<file path="src/sv/qoi_pkg.sv">
`default_nettype none

package qoi_pkg;

    // Opcode tags and fixed bytes of the stream.
    localparam logic [7:0] OP_INDEX = 8'h00;
    localparam logic [7:0] OP_DIFF  = 8'h40;
    localparam logic [7:0] OP_LUMA  = 8'h80;
    localparam logic [7:0] OP_RUN   = 8'hC0;
    localparam logic [7:0] OP_RGB   = 8'hFE;

    localparam int RUN_MAX     = 62;
    localparam int HASH_W      = 6;
    localparam int INDEX_DEPTH = 1 << HASH_W;
    localparam logic [HASH_W-1:0] HASH_BIAS = HASH_W'((255 * 11) % INDEX_DEPTH);

    // One pixel gives at most a run byte, four RGB bytes and the end marker.
    localparam int OP_BYTES   = 4;
    localparam int MARK_BYTES = 8;
    localparam int MAX_BYTES  = 1 + OP_BYTES + MARK_BYTES;
    localparam int LEN_W      = $clog2(MAX_BYTES + 1);
    localparam logic [MARK_BYTES*8-1:0] END_MARK = 64'h0100_0000_0000_0000;

    typedef logic [23:0] rgb_t;

    // Bytes of one pixel, first byte in the low bits.
    typedef struct packed {
        logic [MAX_BYTES*8-1:0] data;
        logic [LEN_W-1:0]       len;
        logic                   eoi;
    } byte_pkt_t;

endpackage

`default_nettype wire

</file>
<file path="src/sv/qoi_rgb_pixel_encoder.sv">
`default_nettype none

// QOI opcode encoder for RGB pixels (alpha fixed at 255), no stream header.
// Input channel: one pixel word per accepted cycle (in_valid high, in_stall
// low) carrying red, green, blue and last_pixel. Output channel: one byte
// word per accepted cycle, with last_of_item on the final byte of a pixel
// and end_of_image on the final end-marker byte.
// A pixel is registered together with its color index read, then coded in
// the next cycle and handed to the byte serializer once it is free; its
// first byte shows on the output in the cycle after that hand-over.
// The one-byte output port sets the pace: a pixel's bytes leave one per
// accepted output cycle, up to thirteen (typically one to four), and a
// pixel that only extends a run gives no byte. A new pixel is taken
// while the previous pixel's bytes are draining.
// The 64-entry color index sits in a synchronous RAM; a write to the
// entry being read in the same cycle is forwarded. Valid bits are flops,
// so reset and the last pixel clear the index at once without a clearing pass.
// When the receiver stalls, the current byte holds, the coder waits and
// in_stall rises once a pixel is waiting to be coded.
// Reset clears the previous pixel to black, the run count and the index.
module qoi_rgb_pixel_encoder (
    input  wire        clk,
    input  wire        rst_n,
    input  wire        in_valid,
    output logic       in_stall,
    input  wire  [7:0] red,
    input  wire  [7:0] green,
    input  wire  [7:0] blue,
    input  wire        last_pixel,
    output logic       out_valid,
    input  wire        out_stall,
    output logic [7:0] out_byte,
    output logic       last_of_item,
    output logic       end_of_image
);
    import qoi_pkg::*;

    // Coding stage.
    logic              s2_valid_reg;
    rgb_t              s2_pix_reg;
    logic              s2_last_reg;
    logic [HASH_W-1:0] s2_hash_reg;
    rgb_t              rd_q_reg;
    logic              fwd_hit_reg;
    rgb_t              fwd_data_reg;

    // Encoder state.
    rgb_t              prev_reg;
    logic [5:0]        run_reg;
    logic [INDEX_DEPTH-1:0] valid_reg;
    rgb_t              idx_mem [INDEX_DEPTH];

    logic              in_accept;
    logic              commit;
    logic              ser_free;
    logic [HASH_W-1:0] in_hash;
    rgb_t              in_pix;
    rgb_t              entry;
    logic              same;
    logic              hit;
    logic              wr_en;
    logic [6:0]        run_inc;
    logic [5:0]        run_next;
    logic              run_emit;
    logic [7:0]        run_byte;
    logic signed [8:0] dr;
    logic signed [8:0] dg;
    logic signed [8:0] db;
    logic signed [7:0] rg;
    logic signed [7:0] bg;
    logic [31:0]       op_data;
    logic [2:0]        op_len;
    logic [(OP_BYTES+MARK_BYTES)*8-1:0] body;
    byte_pkt_t         pkt;

    assign in_pix = {red, green, blue};

    // Hash (3r + 5g + 7b + 255*11) mod 64, kept to six bits throughout.
    assign in_hash = HASH_W'({red[4:0], 1'b0}) + HASH_W'(red)
                   + HASH_W'({green[3:0], 2'b00}) + HASH_W'(green)
                   + HASH_W'({blue[3:0], 3'b000}) - HASH_W'(blue)
                   + HASH_BIAS;

    assign commit    = s2_valid_reg && ser_free;
    assign in_stall  = s2_valid_reg && !commit;
    assign in_accept = in_valid && !in_stall;

    assign entry = fwd_hit_reg ? fwd_data_reg : rd_q_reg;
    assign same  = (s2_pix_reg == prev_reg);
    assign hit   = valid_reg[s2_hash_reg] && (entry == s2_pix_reg);
    assign wr_en = commit && !same && !hit;

    assign dr = 9'({1'b0, s2_pix_reg[23:16]}) - 9'({1'b0, prev_reg[23:16]});
    assign dg = 9'({1'b0, s2_pix_reg[15:8]}) - 9'({1'b0, prev_reg[15:8]});
    assign db = 9'({1'b0, s2_pix_reg[7:0]}) - 9'({1'b0, prev_reg[7:0]});
    assign rg = dr[7:0] - dg[7:0];
    assign bg = db[7:0] - dg[7:0];
    assign run_inc = {1'b0, run_reg} + 7'd1;

    always_comb
    begin
        run_emit = 1'b0;
        run_byte = OP_RUN;
        run_next = run_reg;
        op_data  = '0;
        op_len   = '0;
        if (same)
        begin
            if (run_inc >= 7'(RUN_MAX))
            begin
                run_emit = 1'b1;
                run_byte = OP_RUN | 8'(RUN_MAX - 1);
                run_next = '0;
            end
            else
            begin
                run_next = run_inc[5:0];
            end
        end
        else
        begin
            run_next = '0;
            if (run_reg != '0)
            begin
                run_emit = 1'b1;
                run_byte = OP_RUN | {2'b00, run_reg - 6'd1};
            end
            if (hit)
            begin
                op_data = {24'h0, OP_INDEX | {2'b00, s2_hash_reg}};
                op_len  = 3'd1;
            end
            else if (dr >= -9'sd2 && dr <= 9'sd1 && dg >= -9'sd2 && dg <= 9'sd1
                     && db >= -9'sd2 && db <= 9'sd1)
            begin
                op_data = {24'h0, OP_DIFF | {2'b00, dr[1:0] + 2'd2,
                           dg[1:0] + 2'd2, db[1:0] + 2'd2}};
                op_len  = 3'd1;
            end
            else if (dg >= -9'sd32 && dg <= 9'sd31 && rg >= -8'sd8 && rg <= 8'sd7
                     && bg >= -8'sd8 && bg <= 8'sd7)
            begin
                op_data = {16'h0, rg[3:0] + 4'd8, bg[3:0] + 4'd8,
                           OP_LUMA | {2'b00, dg[5:0] + 6'd32}};
                op_len  = 3'd2;
            end
            else
            begin
                op_data = {s2_pix_reg[7:0], s2_pix_reg[15:8], s2_pix_reg[23:16], OP_RGB};
                op_len  = 3'd4;
            end
        end
        // A run still pending at the last pixel is flushed before the marker.
        if (s2_last_reg && run_next != '0)
        begin
            run_emit = 1'b1;
            run_byte = OP_RUN | {2'b00, run_next - 6'd1};
        end
    end

    always_comb
    begin
        body = (s2_last_reg ? {32'h0, END_MARK} : '0) << {op_len, 3'b000};
        body = body | {64'h0, op_data};
        if (run_emit)
        begin
            pkt.data = {body, run_byte};
        end
        else
        begin
            pkt.data = {8'h00, body};
        end
        pkt.len = LEN_W'(run_emit) + LEN_W'(op_len)
                + (s2_last_reg ? LEN_W'(MARK_BYTES) : '0);
        pkt.eoi = s2_last_reg;
    end

    always_ff @(posedge clk or negedge rst_n)
    begin
        if (!rst_n)
        begin
            s2_valid_reg <= 1'b0;
            fwd_hit_reg  <= 1'b0;
            prev_reg     <= '0;
            run_reg      <= '0;
            valid_reg    <= '0;
        end
        else
        begin
            if (in_accept)
            begin
                s2_valid_reg <= 1'b1;
                fwd_hit_reg  <= wr_en && (s2_hash_reg == in_hash);
            end
            else if (commit)
            begin
                s2_valid_reg <= 1'b0;
            end
            if (commit)
            begin
                if (s2_last_reg)
                begin
                    prev_reg  <= '0;
                    run_reg   <= '0;
                    valid_reg <= '0;
                end
                else
                begin
                    prev_reg <= s2_pix_reg;
                    run_reg  <= run_next;
                    if (wr_en)
                    begin
                        valid_reg[s2_hash_reg] <= 1'b1;
                    end
                end
            end
        end
    end

    always_ff @(posedge clk)
    begin
        if (in_accept)
        begin
            s2_pix_reg   <= in_pix;
            s2_last_reg  <= last_pixel;
            s2_hash_reg  <= in_hash;
            rd_q_reg     <= idx_mem[in_hash];
            fwd_data_reg <= s2_pix_reg;
        end
        if (wr_en)
        begin
            idx_mem[s2_hash_reg] <= s2_pix_reg;
        end
    end

    qoi_ser u_ser (
        .clk          (clk),
        .rst_n        (rst_n),
        .load         (commit),
        .pkt          (pkt),
        .free         (ser_free),
        .out_valid    (out_valid),
        .out_stall    (out_stall),
        .out_byte     (out_byte),
        .last_of_item (last_of_item),
        .end_of_image (end_of_image)
    );

    a_run_bound: assert property (@(posedge clk) disable iff (!rst_n)
        run_reg < 6'(RUN_MAX))
        else $error("pending run reached the run limit without a run byte");

    a_last_clears: assert property (@(posedge clk) disable iff (!rst_n)
        (commit && s2_last_reg) |=> (valid_reg == '0 && run_reg == '0 && prev_reg == '0))
        else $error("state not back at reset after the last pixel");

    a_miss_marks: assert property (@(posedge clk) disable iff (!rst_n)
        (wr_en && !s2_last_reg) |=> valid_reg[$past(s2_hash_reg)])
        else $error("index entry not marked valid after a miss");

endmodule

`default_nettype wire

</file>
<file path="src/sv/qoi_ser.sv">
`default_nettype none

module qoi_ser (
    input  wire                  clk,
    input  wire                  rst_n,
    input  wire                  load,
    input  wire qoi_pkg::byte_pkt_t pkt,
    output logic                 free,
    output logic                 out_valid,
    input  wire                  out_stall,
    output logic [7:0]           out_byte,
    output logic                 last_of_item,
    output logic                 end_of_image
);
    import qoi_pkg::*;

    logic [MAX_BYTES*8-1:0] buf_reg;
    logic [LEN_W-1:0]       count_reg;
    logic                   eoi_reg;
    logic                   take;

    assign out_valid    = (count_reg != '0);
    assign take         = out_valid && !out_stall;
    assign free         = (count_reg == '0) || ((count_reg == LEN_W'(1)) && take);
    assign out_byte     = buf_reg[7:0];
    assign last_of_item = (count_reg == LEN_W'(1));
    assign end_of_image = (count_reg == LEN_W'(1)) && eoi_reg;

    always_ff @(posedge clk or negedge rst_n)
    begin
        if (!rst_n)
        begin
            count_reg <= '0;
            eoi_reg   <= 1'b0;
        end
        else if (load)
        begin
            count_reg <= pkt.len;
            eoi_reg   <= pkt.eoi;
        end
        else if (take)
        begin
            count_reg <= count_reg - LEN_W'(1);
        end
    end

    always_ff @(posedge clk)
    begin
        if (load)
        begin
            buf_reg <= pkt.data;
        end
        else if (take)
        begin
            buf_reg <= {8'h00, buf_reg[MAX_BYTES*8-1:8]};
        end
    end

    a_count_bound: assert property (@(posedge clk) disable iff (!rst_n)
        count_reg <= LEN_W'(MAX_BYTES))
        else $error("byte count beyond the longest word sequence");

    a_load_free: assert property (@(posedge clk) disable iff (!rst_n)
        load |-> ((count_reg == '0) || ((count_reg == LEN_W'(1)) && take)))
        else $error("serializer loaded while bytes are still pending");

    a_hold_stalled: assert property (@(posedge clk) disable iff (!rst_n)
        (out_valid && out_stall) |=> ($stable(buf_reg[7:0]) && $stable(count_reg)))
        else $error("pending byte changed while stalled");

endmodule

`default_nettype wire

</file>
<file path="config.mk">
export PLATFORM = sky130hd
export DESIGN_NAME = qoi_rgb_pixel_encoder
export DESIGN_NICKNAME = d
export VERILOG_FILES = /design/src/sv/qoi_pkg.sv /design/src/sv/qoi_rgb_pixel_encoder.sv /design/src/sv/qoi_ser.sv
export SDC_FILE = /design/constraint.sdc
export NUM_CORES = 2
export LEC_CHECK = 0
export BUFFER_PORTS_ARGS = -buffer_cell sky130_fd_sc_hd__buf_2
export CORE_MARGIN = 5
export CORE_UTILIZATION = 25
export DETAILED_ROUTE_END_ITERATION = 16
export PLACE_DENSITY = 0.49
export SETUP_SLACK_MARGIN = 0.02
export SLEW_MARGIN = 20
export SYNTH_ARGS = -nofsm -noshare
export SYNTH_HDL_FRONTEND = slang
export SYNTH_SLANG_ARGS = --single-unit
</file>
<file path="constraint.sdc">
create_clock -name clk -period 17 [get_ports clk]
set_input_delay 0.85 -clock clk [delete_from_list [all_inputs] [get_ports clk]]
set_output_delay 0.85 -clock clk [all_outputs]
set_load 0.05 [all_outputs]
</file>
==> results_dict.tcl <==
set metrics [dict create \
    status "finished clean" \
    syn_inst 3435 \
    cts_resized 0 \
    clock_sinks 1764 \
    cts_buffer_depth 3 \
    yosys.area.top_type_share 0.700 \
    syn-cell-area_sq_um 71400 \
    cp.arrival_ps 7160 \
    r2r_slack_ps 10550 \
    rr_endpoint "u_ser.count_reg[2]$_DFFE_PN0P_" \
    min_period_ps 6450 \
    hold_viol 0 \
    pwr_density_cell_nw_per_um2 157 \
    rsz0062_at_grt "no" \
    slew_viol_final 0 \
    portBuffers 40 \
    drc 0 \
    ys_ff_latch 1764 \
    crit_required_ps 17710 \
    grt_first_pass_wirelength_um 294000 \
    regArea_sq_um 52500 \
    multi_input_area_sq_um 18400 \
    grt_pass1_vias 36300 \
    fin_ws_ps 10550 \
    syn_nets 3533 \
    avgSynthCellArea_sq_um 20.8 \
    ys_types 89 \
    largest_reg_flops 1536 \
    vias 36400 \
    place_inst 7189 \
    endpoint "u_ser.count_reg[2]$_DFFE_PN0P_" \
    yosysMostFrequentCell "edfxtp_1" \
    fin_setup_tns_ps 0 \
    grt_max_degree 144 \
    critPathMaxFanout 67 \
    die_h_um 544 \
    drtIter0Drc 4556 \
    cts_tree "built" \
    ios 41 \
    fin_crit_sh 0.379 \
    post-place-ws_ps 10120 \
    coreArea_sq_um 285000 \
    stdcell_count 7525 \
    first_pass_iters 5 \
    wire_per_inst_um 28.2 \
    nets 3708 \
    reg2reg_from "s2_pix_reg[8]$_DFFE_PP_" \
    cts_root_buffer "clkbuf_16" \
    maxCapViolCount 0 \
    nFillCells 27700 \
    finalClockSkew_ps 46.4 \
    clock.fmax_mhz 155 \
    dieArea_sq_um 296000 \
    crit_type "reg -> reg" \
    clk_latency_ps 820 \
    synth-main-ff-cell "edfxtp_1" \
    cts_max_level 4 \
    worstSetupStartpoint "s2_pix_reg[8]$_DFFE_PP_" \
    grt_overflow_total 0 \
    wl_um 213000 \
    irDropWorstVdd_v 0.000142 \
    synth.area.top_cells "edfxtp_1 (70%), mux4_2 (16%), dfrtp_1 (3.5%)" \
    fp.dieW_um 544 \
    slew_headroom 0.237 \
    cts_hold_buffers 0 \
    start_util 0.251 \
    setup_viol_count_final 0 \
    synth_edf_count 1663 \
    synth_commonest_cells "edfxtp_1 (1,663), mux4_2 (515), nor2_1 (139)" \
    yosysTopAreaCell "edfxtp_1" \
    synth-warning-count 0 \
    end_kind "register" \
    grt_usage 0.141 \
    layout-drive-gt1-share 0.274 \
    viasPerCell 4.84 \
    rows 196 \
    place.gp.congestion 0.800 \
    reg2regPathDepth 21 \
    cts_made_buffers 180 \
    leakage_uw 0.0259 \
    antenna_found_initial 9 \
    worstMarginPinSlew_ps 1150 \
    postCtsSetupRepairBufs 0 \
    async_flop_share 0.0573 \
    clk_pin_slew_ps 70 \
    cp-start-kind "register" \
    seq_area_frac_synth 0.735 \
    hold_class "in -> async" \
    area_growth_pct 16.0 \
    dp_hpwl_um 114000 \
    ant_nets 0 \
]
==> layer usage <==
metal  track usage  wire [um]  share of wire  vias up
met5             0          0              0        -
met4        0.0251       3210          0.015        0
met3        0.0231      14900          0.070      218
met2         0.220      98400           0.46     1446
met1         0.209      96000           0.45    20200
li1              -          -              -    14600
==> stage by stage <==
stage | area (sq um) | hold slack [ps] | util | total power (uW)
after floorplan | 71400 | 439 | - | 7830
after global placement | 77100 | 463 | 0.271 | 9180
after detailed placement | 77100 | 469 | 0.271 | 9220
after CTS | 82800 | 8.10 | 0.291 | 13100
after global routing | 82800 | 48.6 | 0.291 | 13500
final | 82800 | 51.9 | 0.291 | 13000
==> worst max-delay path, stage by stage, from the launching register on <==
cell and delay, ps:
edfxtp_1 320, buf_4 570, inv_1 440, ha_1 350, inv_1 70, fa_1 520, inv_1 200, ha_1 250
nor2b_1 120, o21ai_0 200, a21oi_1 130, o22ai_2 250, nand3_1 160, o221a_1 260, or4_4 520, mux2i_4 330
nand2_2 510, nor2_1 390, ha_1 240, nor2_1 60, a32oi_1 170, o311a_1 180
==> where the power goes <==
group	switching [uW]	internal (uW)
logic	2350	1510
registers	105	5150
clock network	1680	2170
total	4130	8830
==> worst min-delay path by stage <==
stage                         startpoint                         to  cells past startpoint
2_1_floorplan  u_ser.eoi_reg$_DFFE_PN0P_  u_ser.eoi_reg$_DFFE_PN0P_                      2
3_3_place_gp     prev_reg[0]$_DFFE_PN0P_    prev_reg[0]$_DFFE_PN0P_                      2
3_5_place_dp    prev_reg[20]$_DFFE_PN0P_   prev_reg[20]$_DFFE_PN0P_                      2
4_1_cts                            rst_n    prev_reg[0]$_DFFE_PN0P_                      1
5_1_grt                            rst_n    prev_reg[0]$_DFFE_PN0P_                      1
6_report                           rst_n    prev_reg[0]$_DFFE_PN0P_                      1
==> final cells by class <==
type	instances	share of cell area
repair buffers	171	0.0152
flip-flops and latches	1764	0.634
clock buffers	245	0.0595
inverters	92	0.00426
diodes	1	0.0000302
clock inverters	89	0.00872
multi-input cells	1401	0.222
well taps	3762	0.0569
==> cell usage in the layout, fill, tap and decap left out, types with 19 or more instances in the layout <==
cell          n
edfxtp_1   1663
mux4_2      515
clkbuf_16   188
buf_4       126
dfrtp_1     101
inv_1        89
nand2_1      87
nor2_1       75
nor2_4       64
o21a_1       61
clkbuf_1     56
o21ai_0      53
ha_1         49
xnor2_1      48
clkinv_1     40
buf_2        39
mux2i_1      37
a21oi_1      35
nand3_1      29
clkinv_2     29
xor2_1       26
nand3b_1     19
==> logic make-up after synthesis <==
kind of cell    Yosys count  synth area share
flops                  1764             0.735
mux                     561             0.169
buf+inv                 270            0.0151
fa+ha+maj                70            0.0141
compound gates          284            0.0282
simple gates            410            0.0285
xor+xnor                 76           0.00959
Note: power is estimated with default switching activity, not from simulation.
